**src/sv/msm_pkg.sv**
```systemverilog
// Shared types, constants and the level-factor function for the sample mixer.
// No dependencies; every other file imports this package.
package msm_pkg;

	localparam int NUM_CHANNELS = 8;   // effect channels actually mixed (1..8)
	localparam int NUM_LEVELS   = 8;   // per-channel volume levels (2..8)
	localparam int PORT_CHANNELS = 8;  // channel sample fields carried on the frame
	localparam int SAMPLE_W     = 16;
	localparam int GAIN_W       = 13;
	localparam int LEVEL_W      = 3;
	localparam int MASK_W       = 8;
	localparam int LEVELS_W     = LEVEL_W * PORT_CHANNELS;
	localparam int FRAC_BITS    = 12;
	localparam int ACC_W        = 32;
	localparam int CFG_IDX_W    = 2;
	localparam int CFG_DATA_W   = GAIN_W;

	localparam logic [GAIN_W-1:0] GAIN_RESET = GAIN_W'(4096);

	localparam int LVL_IDX_W = (NUM_LEVELS > 1) ? $clog2(NUM_LEVELS) : 1;
	localparam int FACT_W    = GAIN_W;
	// gain * (level + 1), before the divide by NUM_LEVELS
	localparam int SCALED_W  = GAIN_W + $clog2(NUM_LEVELS);
	// reciprocal of NUM_LEVELS, exact for every SCALED_W-bit dividend
	localparam int RECIP_SHIFT = SCALED_W + $clog2(NUM_LEVELS);
	localparam int RECIP_W     = RECIP_SHIFT + 1;
	localparam longint RECIP   = ((64'd1 << RECIP_SHIFT) + NUM_LEVELS - 1) / NUM_LEVELS;

	localparam int MUS_PROD_W  = SAMPLE_W + GAIN_W + 2;
	localparam int LANE_PROD_W = SAMPLE_W + FACT_W + 1;

	typedef enum logic [CFG_IDX_W-1:0] {
		REG_MUSIC_GAIN     = 2'd0,
		REG_SAMPLE_GAIN    = 2'd1,
		REG_MUSIC_ENABLE   = 2'd2,
		REG_SAMPLES_ENABLE = 2'd3
	} cfg_reg_t;

	typedef struct packed {
		logic [GAIN_W:0]                         music_gain2;
		logic                                    music_en;
		logic                                    samples_en;
		logic [NUM_LEVELS-1:0][FACT_W-1:0]       factors;
	} mix_cfg_t;

	// floor(gain * mult / NUM_LEVELS) through a reciprocal multiply
	function automatic logic [FACT_W-1:0] level_factor(
		input logic [GAIN_W-1:0]    gain,
		input logic [LVL_IDX_W:0]   mult
	);
		logic [SCALED_W-1:0]         scaled;
		logic [SCALED_W+RECIP_W-1:0] prod;
		scaled = SCALED_W'(gain) * SCALED_W'(mult);
		prod   = (SCALED_W+RECIP_W)'(scaled) * (SCALED_W+RECIP_W)'(RECIP_W'(RECIP));
		return FACT_W'(prod >> RECIP_SHIFT);
	endfunction

endpackage

```
**src/sv/msm_mix.sv**
```systemverilog
// Music scaling, 32-bit wrapping sum of all terms, Q.12 shift and int16 clamp.
// Depends on msm_pkg.
module msm_mix
	import msm_pkg::*;
(
	input  logic signed [SAMPLE_W-1:0] music_sample,
	input  logic [GAIN_W:0]            music_gain2,
	input  logic                       music_en,
	input  logic signed [ACC_W-1:0]    terms [NUM_CHANNELS],
	output logic signed [SAMPLE_W-1:0] mixed
);

	logic signed [MUS_PROD_W-1:0] music_prod;
	logic signed [ACC_W-1:0]      acc;
	logic signed [ACC_W-1:0]      shifted;
	logic                         fits;

	always_comb begin
		music_prod = music_sample * $signed({1'b0, music_gain2});
		acc = music_en ? ACC_W'(music_prod) : '0;
		for (int k = 0; k < NUM_CHANNELS; k++) begin
			acc = acc + terms[k];
		end
		shifted = acc >>> FRAC_BITS;
		// in range when every bit above the int16 sign matches it
		fits = (shifted[ACC_W-1:SAMPLE_W-1] == '0) || (shifted[ACC_W-1:SAMPLE_W-1] == '1);
		if (fits) begin
			mixed = shifted[SAMPLE_W-1:0];
		end else if (shifted[ACC_W-1]) begin
			mixed = {1'b1, {(SAMPLE_W-1){1'b0}}};
		end else begin
			mixed = {1'b0, {(SAMPLE_W-1){1'b1}}};
		end
	end

endmodule

```
**config.mk**
```make
export PLATFORM = sky130hd
export DESIGN_NAME = msm_mix
export DESIGN_NICKNAME = d
export VERILOG_FILES = /design/src/sv/msm_pkg.sv /design/src/sv/msm_mix.sv
export SDC_FILE = /design/constraint.sdc
export NUM_CORES = 1
export LEC_CHECK = 0
export BUFFER_PORTS_ARGS = -buffer_cell sky130_fd_sc_hd__buf_4
export CORE_ASPECT_RATIO = 0.75
export CORE_MARGIN = 2
export CORE_UTILIZATION = 40
export DETAILED_ROUTE_END_ITERATION = 7
export PLACE_DENSITY = 0.68
export SYNTH_ARGS = -nofsm -noshare
export SYNTH_HDL_FRONTEND = slang
export SYNTH_SLANG_ARGS = --single-unit
```
**constraint.sdc**
```tcl
create_clock -name vclk -period 14.3
set_input_delay 0.715 -clock vclk [all_inputs]
set_output_delay 0.715 -clock vclk [all_outputs]
set_load 0.02 [all_outputs]
```
==> summary.md <==
| Metric | Value |
|---|---|
| First-pass DRT Iterations | `5` |
| Layout cells sized above 1 | `16.9%` |
| Starting Density | `40.9%` |
| Dpl hpwl | `34.0 mm` |
| Syn Inst Count | `1607` |
| Sequential cell area fraction in the yosys report | `0%` |
| IO buf count | `303` |
| Yosys cell types | `53` |
| Worst setup SP type | `primary input` |
| Reg area | `0 sq um` |
| Final setup fails | `0` |
| Min-delay worst type | `in2out` |
| Slew headroom | `35.4%` |
| Min Hold Slack | `2380 ps` |
| Synth warnings | `0` |
| Tcrit/Tclk final | `87.3%` |
| Fill cells | `3552` |
| Final hold viol count | `0` |
| Avg Vias per Cell | `4.74` |
| Busiest grt layer | `met2` |
| TNS Setup | `0 ps` |
| Antenna Violating Nets Remaining | `0` |
| Fin nets | `2692` |
| Tightest Pin Transition | `963 ps` |
| Per-cell routed wire length | `15.5 microns` |
| Synth area leader | `fa_1` |
| Critical path peak fanout | `16` |
| RD Place Congestion | `0.886` |
| Met2 GRT Util | `36.5%` |
| Initial antenna violation count | `2` |
| Slew Limit Fails | `0` |
| Final worst path period need | `12480 ps` |
| Fmax | `80.1 MHz` |
| Clock buffer count | `0` |
| DRC violations left | `0` |
| Gr usage total | `19.7%` |
| CP max stage cell | `o31ai_2` |
| Worst EP required | `13590 ps` |
| Ports | `303` |
| Seq cells | `0` |
| Cts repair resizes | `0` |
| CP peak stage delay | `860 ps` |
| First-pass GRT wire length | `63.5 mm` |
| Worst setup EP type | `output port` |
| Met3 GRT Util | `2.23%` |
| CP Data Arrival Time | `11770 ps` |
| Syn Nets | `2428` |
| Die footprint | `39800 sq um` |
| GR Overflow Total | `0` |
| DRT Wirelength | `36.7 mm` |
| Mapped cell area | `15300 sq um` |
| Die Span Y | `173 microns` |
| Site Rows | `61` |
| Most used cell, CP | `fa_1` |
| DRT iter0 DRCs | `431` |
| Most common cell after layout, fill and taps aside | `inv_1` |
| Met1 Use GR | `25.1%` |
| Avg Inst Size Synth | `9.50 sq um` |
| Status | `completed` |
| Crit Path Category | `in2out` |
| Layout area overhead | `18.0%` |
| RSZ-0062 raised after global routing | `false` |
| Post-cts hold buffer count | `0` |
| Core area | `37300 sq um` |
| Pin count of the biggest net entering global routing | `34` |
| Vias in the first global route | `12.9k` |
| MaxCap Viol Count | `0` |
| Top post-synthesis cells by area | `fa_1 56%, inv_1 12%, ha_1 8.5%` |
| Vias after detailed routing | `11.3k` |
| Commonest non-fill, non-tap cells in the layout | `486 x inv_1, 430 x fa_1, 303 x buf_4` |
| Top-area cell type share of the netlist area | `56.4%` |
| Die X | `230 microns` |
| Postcts setup bufs | `0` |
## logic make-up (layout without fill, tap and decap cells)
family	count (synthesis)	in the layout	share of synthesized area (%)
AND/OR/NAND/NOR	343	343	12.0
adder cells (fa/ha/maj)	534	534	64.9
XOR/XNOR	61	61	3.60
other	0	2	0
buffers and inverters	527	789	13.1
AO/OA/AOI/OAI	142	142	6.45
## through the flow
step	worst slack [ps]	utilization [%]	cell area, sq um	std cells
floorplan	2810	-	15300	1607
global placement	2090	48.2	18000	2373
CTS	1820	48.2	18000	2373
finish	1820	48.3	18000	2375
detailed placement	1850	48.2	18000	2373
global route	1130	48.3	18000	2375
## path summary, 6_finish.rpt
path / from / endpoint / slack (ps) / cells past startpoint
worst max-delay path: music_gain2[0] / mixed[0] / 1820 / 42
worst min-delay path: terms[95] / mixed[15] / 2380 / 7
## cells in the mapped netlist, types with 9 or more instances
library cell	count
a21o_1	20
a21oi_1	37
a31oi_1	9
and2_1	162
clkbuf_1	36
fa_1	430
ha_1	104
inv_1	486
nand2_1	108
nand3_1	13
nor2_1	17
o21a_1	21
o21ai_0	21
xnor2_1	36
xor2_1	24
## critical path, delay by kind of cell
family | cells | cell delay [ps]
xor gates and xnor gates | 2 | 330
and+or+nand+nor | 3 | 540
buffers and inverters | 10 | 720
adders and majority gates | 12 | 5550
AOI/OAI and AO/OA | 15 | 3890
## cell type report
class,instances,area [sq um],area share [%]
multi-input cells,1080,13300,73.7
repair buffers,303,2270,12.6
inverters,486,1820,10.1
well taps,504,631,3.50
diodes,2,5.00,0.0278
## layer usage
| layer | vias up | part of all wire, % |
|---|---|---|
| met3 | 30 | 5.6 |
| met1 | 5700 | 40 |
| met5 | - | 0 |
| met4 | 0 | 1.6 |
| met2 | 342 | 53 |
| li1 | 5182 | - |
Power is not shown: default switching activity piles up to over one toggle a cycle in this logic, so the estimate is an artifact.
