<file path="src/sv/msm_pkg.sv">
// Shared types, constants and the level-factor function for the sample mixer.
// No dependencies; every other file imports this package.
package msm_pkg;

	localparam int NUM_CHANNELS = 8;   // effect channels actually mixed (1..8)
	localparam int NUM_LEVELS   = 8;   // per-channel volume levels (2..8)
	localparam int PORT_CHANNELS = 8;  // channel sample fields carried on the frame
	localparam int SAMPLE_W     = 16;
	localparam int GAIN_W       = 13;
	localparam int LEVEL_W      = 3;
	localparam int MASK_W       = 8;
	localparam int LEVELS_W     = LEVEL_W * PORT_CHANNELS;
	localparam int FRAC_BITS    = 12;
	localparam int ACC_W        = 32;
	localparam int CFG_IDX_W    = 2;
	localparam int CFG_DATA_W   = GAIN_W;

	localparam logic [GAIN_W-1:0] GAIN_RESET = GAIN_W'(4096);

	localparam int LVL_IDX_W = (NUM_LEVELS > 1) ? $clog2(NUM_LEVELS) : 1;
	localparam int FACT_W    = GAIN_W;
	// gain * (level + 1), before the divide by NUM_LEVELS
	localparam int SCALED_W  = GAIN_W + $clog2(NUM_LEVELS);
	// reciprocal of NUM_LEVELS, exact for every SCALED_W-bit dividend
	localparam int RECIP_SHIFT = SCALED_W + $clog2(NUM_LEVELS);
	localparam int RECIP_W     = RECIP_SHIFT + 1;
	localparam longint RECIP   = ((64'd1 << RECIP_SHIFT) + NUM_LEVELS - 1) / NUM_LEVELS;

	localparam int MUS_PROD_W  = SAMPLE_W + GAIN_W + 2;
	localparam int LANE_PROD_W = SAMPLE_W + FACT_W + 1;

	typedef enum logic [CFG_IDX_W-1:0] {
		REG_MUSIC_GAIN     = 2'd0,
		REG_SAMPLE_GAIN    = 2'd1,
		REG_MUSIC_ENABLE   = 2'd2,
		REG_SAMPLES_ENABLE = 2'd3
	} cfg_reg_t;

	typedef struct packed {
		logic [GAIN_W:0]                         music_gain2;
		logic                                    music_en;
		logic                                    samples_en;
		logic [NUM_LEVELS-1:0][FACT_W-1:0]       factors;
	} mix_cfg_t;

	// floor(gain * mult / NUM_LEVELS) through a reciprocal multiply
	function automatic logic [FACT_W-1:0] level_factor(
		input logic [GAIN_W-1:0]    gain,
		input logic [LVL_IDX_W:0]   mult
	);
		logic [SCALED_W-1:0]         scaled;
		logic [SCALED_W+RECIP_W-1:0] prod;
		scaled = SCALED_W'(gain) * SCALED_W'(mult);
		prod   = (SCALED_W+RECIP_W)'(scaled) * (SCALED_W+RECIP_W)'(RECIP_W'(RECIP));
		return FACT_W'(prod >> RECIP_SHIFT);
	endfunction

endpackage

</file>
<file path="src/sv/msm_lane.sv">
// One effect-channel lane: level lookup and sample-by-factor multiply.
// Depends on msm_pkg.
module msm_lane
	import msm_pkg::*;
(
	input  logic signed [SAMPLE_W-1:0]        sample,
	input  logic                              active,
	input  logic [LEVEL_W-1:0]                level,
	input  logic                              samples_en,
	input  logic [NUM_LEVELS-1:0][FACT_W-1:0] factors,
	output logic signed [ACC_W-1:0]           term
);

	logic [LEVEL_W-1:0]                lvl_eff;
	logic [FACT_W-1:0]                 factor;
	logic signed [LANE_PROD_W-1:0]     prod;

	always_comb begin
		// levels past the table saturate to the top level
		lvl_eff = level;
		if (level > LEVEL_W'(NUM_LEVELS - 1)) begin
			lvl_eff = LEVEL_W'(NUM_LEVELS - 1);
		end
		factor = factors[lvl_eff[LVL_IDX_W-1:0]];
		prod   = sample * $signed({1'b0, factor});
		term   = (active && samples_en) ? ACC_W'(prod) : '0;
	end

endmodule

</file>
<file path="config.mk">
export PLATFORM = sky130hd
export DESIGN_NAME = msm_lane
export DESIGN_NICKNAME = d
export VERILOG_FILES = /design/src/sv/msm_pkg.sv /design/src/sv/msm_lane.sv
export SDC_FILE = /design/constraint.sdc
export NUM_CORES = 1
export LEC_CHECK = 0
export ABC_AREA = 1
export BUFFER_PORTS_ARGS = -buffer_cell sky130_fd_sc_hd__buf_2
export CORE_MARGIN = 8
export CORE_UTILIZATION = 42
export DETAILED_ROUTE_END_ITERATION = 6
export PLACE_DENSITY = 0.67
export SYNTH_ARGS = -nofsm -noshare
export SYNTH_HDL_FRONTEND = slang
export SYNTH_SLANG_ARGS = --single-unit
</file>
<file path="constraint.sdc">
create_clock -name vclk -period 10.3
set_input_delay 2.06 -clock vclk [all_inputs]
set_output_delay 2.06 -clock vclk [all_outputs]
set_load 0.01 [all_outputs]
</file>
==> summary.txt <==
Yosys
  • Post-Syn Area: 0.00950 mm²
  • Synthesized Nets: 1723
  • Synth cell types: 34
  • Sequential fraction of the synthesis area: 0%
  • Yosys warning count: 0
  • Syn Area/Cell: 7.19 µm²
  • Cell count after synthesis: 1322

Timing
  • Worst rel slew slack: 45.0%
  • Worst-Margin Slew: 0.824 ns
  • RSZ-0062 raised after global routing: yes
  • Final Hold Fails: 0
  • Slew Limit Fails: 0
  • Setup TNS Final: 0 ns
  • Setup violators final: 0
  • Final WS setup: 0.288 ns
  • Fmax: 0.0999 GHz
  • Final Cycle Share: 97.2%
  • Minimum clock period: 10.01 ns

Critical path
  • CP most frequent cell: fa_1
  • Crit path kind: input port to output pin
  • Crit start category: input port
  • CP peak stage delay: 0.62 ns
  • Worst-path fanout max: 14
  • Crit-path slowest cell: fa_1
  • WP data arrival: 7.95 ns
  • CP Data Required Time: 8.24 ns
  • Worst setup EP type: output pin

Status
  • Status: finished, final reports clean

Final layout
  • Ratio of cells with drive above 1 in the final layout: 18.3%
  • Clock buffer count: 0
  • Sequential Area: 0 µm²
  • Finished layout cell area: 0.0110 mm²
  • FF+latch count: 0
  • Area Overhead vs Synth: 15.6%
  • Fin nets: 1883
  • N_diodes: 0

Floorplan
  • Initial Util: 42.3%
  • Die Area: 0.0277 mm²
  • FP Rows: 55
  • Die Y-Extent: 166 µm
  • Io pins: 157
  • Die width: 166 µm
  • Core footprint: 0.0224 mm²

Global routing
  • Antenna violations before repair: 1
  • Largest net degree at the start of global routing: 37
  • Total GRT Usage: 20.1%
  • Vias in the first global route: 9435
  • Global-route wire length before repair: 46.2 mm
  • GRT Residual Overflow: 0

Routing
  • DR iter-0 viols: 607
  • DR WL/cell: 15.7 µm
  • Drt total wl: 27.7 mm
  • Drt pass-1 iters: 5
  • DRC Markers: 0
  • Via/cell ratio: 5.07
  • Vias: 8953
  • Post-route ant nets: 0

Placement
  • Input/output buffers: 157
  • DP HPWL: 24.1 mm
  • Placement Cell Area: 0.0107 mm²
  • Pre-CTS setup slack: -0.0778 ns
  • Routability congestion estimate: 0.936

Min path
  • Hold path cells: 4
  • Min-Delay Path Class: input port to output pin
  • Worst Hold Path EP: term[2]
  • Hold Crit Start: samples_en

Run
  • Max-cap violations: 0

Clocking
  • Hold_buf cts: 0
==> layout make-up <==
type | count | area [µm²]
timing repair inverter | 2 | 16.3
fill | 2324 | 11500
tap | 285 | 357
timing repair buffer | 200 | 1160
multi-input combinational | 959 | 8210
inverter | 319 | 1230
==> repair_timing <==
| item | 4_1_cts | 5_1_grt |
|---|---|---|
| endpoints found under the setup margin | 10 | 20 |
| setup buffers | 0 | 0 |
| resized for setup | 6 | 70 |
| cloned | 0 | 3 |
| endpoints found under the hold margin | 0 | 0 |
==> metal layers <==
layer / global-route usage (%) / part of all wire [%] / up-vias
li1: - / - / 4262
met1: 24.9 / 40 / 4353
met2: 37.4 / 52 / 287
met3: 1.71 / 6.1 / 49
met4: 3.80 / 2.1 / 2
met5: 0 / 0.047 / -
==> synth_stat cells, drive strengths merged <==
cell	n	area, µm²
a21o	3	22.5
a21oi	67	335
inv	317	1190
fa	202	4040
nand2	317	1220
a21boi	2	15.0
a31oi	2	12.5
nor3	5	25.0
a32o	20	200
xor2	2	17.5
o21bai	5	37.5
xnor2	5	43.8
clkinv	2	7.51
nand4	4	25.0
nor3b	1	7.51
and2	2	12.5
a32oi	2	32.5
buf	38	262
nand3	42	220
nor4	3	18.8
o21ai	30	154
o211ai	1	7.51
ha	74	926
nor2	170	638
clkbuf	6	22.5
==> worst max-delay path: cells and delay by family <==
family	cells	cell delay, ns
compound gates	3	0.35
fa+ha+maj	7	3.46
buf+inv	7	0.78
simple gates	10	1.28
==> metrics by stage <==
stage | hold slack [ns] | cells | util, %
6_report | 4.70 | 1765 | 48.9
5_1_grt | 4.79 | 1765 | 48.9
4_1_cts | 4.74 | 1762 | 47.7
3_5_place_dp | 4.74 | 1762 | 47.6
3_3_place_gp | 4.73 | 1762 | 47.6
2_1_floorplan | 4.23 | 1322 | -
==> cells by family after synthesis <==
kind of cell | Yosys count | share of synthesized area (%)
AOI/OAI and AO/OA | 132 | 8.60
xor gates and xnor gates | 7 | 0.645
adders and majority gates | 276 | 52.3
buffers and inverters | 363 | 15.6
and+or+nand+nor | 544 | 22.8
==> cells in the final DEF, fill, tap and decap left out, drive strengths merged <==
master,synthesis,layout
nand2,317,317
inv,317,315
fa,202,202
buf,38,199
nor2,170,170
ha,74,74
a21oi,67,67
nand3,42,42
o21ai,30,30
a32o,20,20
xnor2,5,5
o21bai,5,5
nor3,5,5
nand4,4,4
clkinvlp,0,3
a21o,3,3
nor4,3,3
clkinv,2,3
a31oi,2,2
a32oi,2,2
and2,2,2
xor2,2,2
a21boi,2,2
o211ai,1,1
nor3b,1,1
clkbuf,6,1
==> how the worst max path moves through the flow <==
stage | startpoint | to | slack (ns) | depth (start not counted)
after floorplan | level[0] | term[30] | 0.31 | 30
after global placement | level[0] | term[20] | -0.09 | 28
after detailed placement | level[0] | term[20] | -0.08 | 28
after CTS | level[0] | term[26] | 0.002 | 28
after global routing | level[0] | term[28] | -0.03 | 29
final | level[0] | term[28] | 0.29 | 27
Power is not shown: default switching activity piles up to over one toggle a cycle in this logic, so the estimate is an artifact.
