`src/sv/msm_pkg.sv`:
```
// Shared types, constants and the level-factor function for the sample mixer.
// No dependencies; every other file imports this package.
package msm_pkg;

	localparam int NUM_CHANNELS = 8;   // effect channels actually mixed (1..8)
	localparam int NUM_LEVELS   = 8;   // per-channel volume levels (2..8)
	localparam int PORT_CHANNELS = 8;  // channel sample fields carried on the frame
	localparam int SAMPLE_W     = 16;
	localparam int GAIN_W       = 13;
	localparam int LEVEL_W      = 3;
	localparam int MASK_W       = 8;
	localparam int LEVELS_W     = LEVEL_W * PORT_CHANNELS;
	localparam int FRAC_BITS    = 12;
	localparam int ACC_W        = 32;
	localparam int CFG_IDX_W    = 2;
	localparam int CFG_DATA_W   = GAIN_W;

	localparam logic [GAIN_W-1:0] GAIN_RESET = GAIN_W'(4096);

	localparam int LVL_IDX_W = (NUM_LEVELS > 1) ? $clog2(NUM_LEVELS) : 1;
	localparam int FACT_W    = GAIN_W;
	// gain * (level + 1), before the divide by NUM_LEVELS
	localparam int SCALED_W  = GAIN_W + $clog2(NUM_LEVELS);
	// reciprocal of NUM_LEVELS, exact for every SCALED_W-bit dividend
	localparam int RECIP_SHIFT = SCALED_W + $clog2(NUM_LEVELS);
	localparam int RECIP_W     = RECIP_SHIFT + 1;
	localparam longint RECIP   = ((64'd1 << RECIP_SHIFT) + NUM_LEVELS - 1) / NUM_LEVELS;

	localparam int MUS_PROD_W  = SAMPLE_W + GAIN_W + 2;
	localparam int LANE_PROD_W = SAMPLE_W + FACT_W + 1;

	typedef enum logic [CFG_IDX_W-1:0] {
		REG_MUSIC_GAIN     = 2'd0,
		REG_SAMPLE_GAIN    = 2'd1,
		REG_MUSIC_ENABLE   = 2'd2,
		REG_SAMPLES_ENABLE = 2'd3
	} cfg_reg_t;

	typedef struct packed {
		logic [GAIN_W:0]                         music_gain2;
		logic                                    music_en;
		logic                                    samples_en;
		logic [NUM_LEVELS-1:0][FACT_W-1:0]       factors;
	} mix_cfg_t;

	// floor(gain * mult / NUM_LEVELS) through a reciprocal multiply
	function automatic logic [FACT_W-1:0] level_factor(
		input logic [GAIN_W-1:0]    gain,
		input logic [LVL_IDX_W:0]   mult
	);
		logic [SCALED_W-1:0]         scaled;
		logic [SCALED_W+RECIP_W-1:0] prod;
		scaled = SCALED_W'(gain) * SCALED_W'(mult);
		prod   = (SCALED_W+RECIP_W)'(scaled) * (SCALED_W+RECIP_W)'(RECIP_W'(RECIP));
		return FACT_W'(prod >> RECIP_SHIFT);
	endfunction

endpackage

```
`src/sv/msm_cfg.sv`:
```
// Configuration registers; keeps the per-level channel factors precomputed.
// Depends on msm_pkg.
module msm_cfg
	import msm_pkg::*;
(
	input  logic                  clk,
	input  logic                  arst_n,
	input  logic                  cfg_we,
	input  logic [CFG_IDX_W-1:0]  cfg_index,
	input  logic [CFG_DATA_W-1:0] cfg_data,
	output mix_cfg_t              cfg
);

	logic [GAIN_W-1:0] music_gain_q;
	logic              music_en_q;
	logic              samples_en_q;
	logic [NUM_LEVELS-1:0][FACT_W-1:0] factors_q;

	always_ff @(posedge clk or negedge arst_n) begin
		if (!arst_n) begin
			music_gain_q <= GAIN_RESET;
			music_en_q   <= 1'b0;
			samples_en_q <= 1'b1;
			for (int k = 0; k < NUM_LEVELS; k++) begin
				factors_q[k] <= level_factor(GAIN_RESET, (LVL_IDX_W+1)'(k + 1));
			end
		end else if (cfg_we) begin
			case (cfg_reg_t'(cfg_index))
				REG_MUSIC_GAIN: begin
					music_gain_q <= cfg_data[GAIN_W-1:0];
				end
				REG_SAMPLE_GAIN: begin
					// one small multiply per level, done once per write
					for (int k = 0; k < NUM_LEVELS; k++) begin
						factors_q[k] <= level_factor(cfg_data[GAIN_W-1:0],
							(LVL_IDX_W+1)'(k + 1));
					end
				end
				REG_MUSIC_ENABLE: begin
					music_en_q <= cfg_data[0];
				end
				REG_SAMPLES_ENABLE: begin
					samples_en_q <= cfg_data[0];
				end
				default: begin
				end
			endcase
		end
	end

	always_comb begin
		cfg.music_gain2 = {music_gain_q, 1'b0};
		cfg.music_en    = music_en_q;
		cfg.samples_en  = samples_en_q;
		cfg.factors     = factors_q;
	end

endmodule

```
`config.mk`:
```
export PLATFORM = sky130hd
export DESIGN_NAME = msm_cfg
export DESIGN_NICKNAME = d
export VERILOG_FILES = /design/src/sv/msm_pkg.sv /design/src/sv/msm_cfg.sv
export SDC_FILE = /design/constraint.sdc
export NUM_CORES = 1
export LEC_CHECK = 0
export BUFFER_PORTS_ARGS = -buffer_cell sky130_fd_sc_hd__buf_2
export CAP_MARGIN = 15
export CORE_ASPECT_RATIO = 0.6
export CORE_MARGIN = 2
export CORE_UTILIZATION = 34
export CTS_CLUSTER_DIAMETER = 30
export CTS_CLUSTER_SIZE = 14
export DETAILED_ROUTE_END_ITERATION = 16
export PLACE_DENSITY = 0.52
export SLEW_MARGIN = 5
export SYNTH_ARGS = -nofsm -noshare
export SYNTH_HDL_FRONTEND = slang
export SYNTH_SLANG_ARGS = --single-unit
```
`constraint.sdc`:
```
create_clock -name clk -period 0.9 [get_ports clk]
set_input_delay 0.09 -clock clk [delete_from_list [all_inputs] [get_ports clk]]
set_output_delay 0.09 -clock clk [all_outputs]
set_load 0.05 [all_outputs]
```
==> flow_summary.yaml <==
status:
  status: "complete, but fails checks"
  failed_checks: "setup timing"
synth:
  synth_compound_area_share_pct: 16.4
  synthAdderAreaFrac_pct: 17.5
  ys.flop_type: "dfrtp_1"
  avgSynthCellArea_um2: 9.41
  synthMuxAreaShare_pct: 3.75
  synth_top_family_by_area: "adder cells"
  synth-xor-area-share_pct: 1.90
  synth_seq_area_share_pct: 33.3
  ys.warnings.count: 0
  synth_cells: 539
  syn-cell-area_mm2: 0.00507
  async_flop_share_pct: 100
  synth_seq_cells: 67
  synth_cell_types: 57
  synth-simple-area-share_pct: 15.8
  synth_edf_count: 0
die:
  row_count: 34
  dieArea_mm2: 0.0159
  num_io_pins: 138
  core-area_mm2: 0.0145
  die_y_um: 98.6
  dieWidth_um: 162
  initial_core_util_pct: 34.8
final_layout:
  final_cell_mix: "buf_4 (142), buf_6 (137), nand2_1 (83)"
  drive_above_1_share_pct: 62.9
  fillers: 1110
  fin_util_pct: 64.0
  antennaDiodeCount: 0
  syn_to_final_growth_pct: 83.7
  nNetsFinal: 882
  postLayoutCellArea_mm2: 0.00932
  final_common_cell: "buf_4"
sta:
  clock.fmax_mhz: 492
  setup_viol: 152
  finalCritPeriodShare_pct: 226
  hold_viol: 0
  period_minus_slack_ps: 2030
  setup_tns_ps: -42220
  report.final.slew_viol_count: 0
  fin_ws_ps: -1130
  rsz0062_at_grt: "yes"
  finClkSkew_ps: 0
flow_run:
  cap_violations: 0
worst_setup_path:
  ff2ff_path_depth: 2
  end_kind: "flip-flop"
  arrival_ps: 2310
  critPathKind: "primary input to flip-flop"
  regToRegSetupSlack_ps: -50
  required_ps: 1170
  worst_r2r_endpoint: "cfg[90]"
  path_max_fanout: 4
  start_kind: "primary input"
  r2r-start: "cfg[90]"
detailed_routing:
  wl_per_cell_um: 17.7
  wl_mm: 17.8
  num_vias: 5077
  ant_nets: 0
  first_pass_iters: 6
  vias_per_cell: 5.05
  drt_iter0_markers: 212
  route.detailed.drc: 0
global_route:
  gr-usage-met3_pct: 4.63
  grt_use_met1_pct: 29.7
  first_global_vias: 5277
  grt_pass1_wl_mm: 27.4
  gr-usage-all-layers_pct: 21.9
  overflow: 0
  grt_max_degree: 68
  grtUsageMet2_pct: 35.6
  grt-busiest-layer: "met2"
  antenna_found_initial: 0
pwr:
  powerDensity_mw_per_mm2: 2160
  p_total_mw: 20.1
  vdd_drop_max_mv: 1.13
  leakage_nw: 4.20
cts:
  cts_buffers: 9
  htreeDepth: 3
  clkTransAtPathRegs_ps: 60
  clockBufferDepth: 2
  worstSkewPairLatency_ps: 330
  cts_tree: "done"
  clkSinkCount: 67
  clock-root-buffer: "clkbuf_16"
hold_path:
  hold_class: "primary input to flip-flop"
  min-delay-start: "cfg_data[8]"
  holdPathStages: 3
  min_to: "cfg[99]"
place:
  portBuffers: 129
  dpl-instance-area_mm2: 0.00703
  place_congestion: 0.870
  dp_hpwl_mm: 11.5
[how the worst max path moves through the flow]
stage	from	to	slack (ps)	cells after the start
2_1_floorplan	cfg_data[1]	cfg[89]	-1180	8
3_3_place_gp	cfg_data[3]	cfg[86]	-1410	9
3_5_place_dp	cfg_data[1]	cfg[89]	-1480	9
4_1_cts	cfg_data[3]	cfg[88]	-1020	8
5_1_grt	cfg_data[3]	cfg[88]	-1140	8
6_report	cfg_data[3]	cfg[88]	-1130	8
[state kept, by name (all words and copies together), names as in the netlist]
| signal | flops |
|---|---|
| music_gain_q | 13 |
| cfg | 52 |
| samples_en_q | 1 |
| music_en_q | 1 |
[synth_stat cells (2+ instances only)]
cell        n  area share, %
nand2_1    87            6.4
dfrtp_1    57             28
buf_4      55            8.1
ha_1       47             12
o21ai_0    38            3.8
a21oi_1    23            2.3
nor2_1     20            1.5
mux2_2     16            3.6
fa_1       15            5.9
inv_1      14            1.0
nand3_1    13            1.3
dfstp_2    10            5.2
o21a_1     10            1.5
a211oi_1    9            1.3
nor3_1      9           0.89
a21o_1      8            1.2
o31ai_1     8            1.2
nand4_1     7           0.86
nor3b_1     7            1.0
xnor2_1     6            1.0
clkbuf_1    5           0.37
nand3b_1    5           0.74
xor2_1      5           0.86
and3_1      4           0.49
clkbuf_8    4            1.1
o211ai_1    4           0.59
or4_1       4           0.59
a2111oi_0   3           0.52
and2_1      3           0.37
buf_1       3           0.22
buf_2       3           0.30
nor2b_1     3           0.37
a2111oi_1   2           0.39
a211o_1     2           0.35
a21o_2      2           0.35
a31o_2      2           0.35
o21bai_1    2           0.30
o22ai_1     2           0.25
o311a_1     2           0.39
o311ai_0    2           0.35
or2_2       2           0.25
[metrics by stage]
stage	std cells	setup WS [ps]	hold WS, ps
global route	1005	-1140	46.5
CTS	980	-1020	33.5
detailed placement	923	-1480	131
floorplan	546	-1180	-206
finish	1005	-1130	34.9
global placement	923	-1410	129
[per-layer routing]
layer  vias up  share of wire, %
li1       2382                 -
met1      2536                47
met2       135                48
met3        24               4.0
met4         0               1.4
met5         -                 0
[critical path, cell delays in order]
cell,delay [ps]
buf_12,110
fa_2,490
ha_4,320
nand4_1,180
and3_4,220
or4b_4,520
a211o_1,300
nand3_2,70
[logic make-up (layout without fill, tap and decap cells)]
group / Yosys count / count (layout)
xor gates and xnor gates: 11 / 11
buffers and inverters: 84 / 344
DFF: 67 / 67
adders and majority gates: 62 / 62
other: 1 / 8
and+or+nand+nor: 170 / 171
AOI/OAI and AO/OA: 127 / 127
muxes: 17 / 17
[what timing repair did]
action / 4_1_cts / 5_1_grt
hold buffers: 1 / 0
cloned: 1 / 1
endpoints found under the hold margin: 57 / 0
buffers inserted: 39 / 27
pin swaps: 56 / 63
gates resized for setup: 342 / 67
endpoints found under the setup margin: 157 / 168
[layout make-up]
cell class                 count  area [um2]  area share (%)
tap                          198         248            2.66
multi-input combinational    396        3860            41.4
sequential                    67        1730            18.6
timing repair buffer         314        3160            33.9
clock inverter                 3        15.0           0.161
clock buffer                  13         250            2.69
inverter                      14        52.6           0.564
[power breakdown]
part	internal [mW]	total [mW]	leakage [nW]	switching, mW
sequential	3.85	4.56	0.771	0.718
clock	1.93	3.35	0.133	1.41
combinational	5.27	12.2	3.30	6.93
Note: power is estimated with default switching activity, not from simulation.
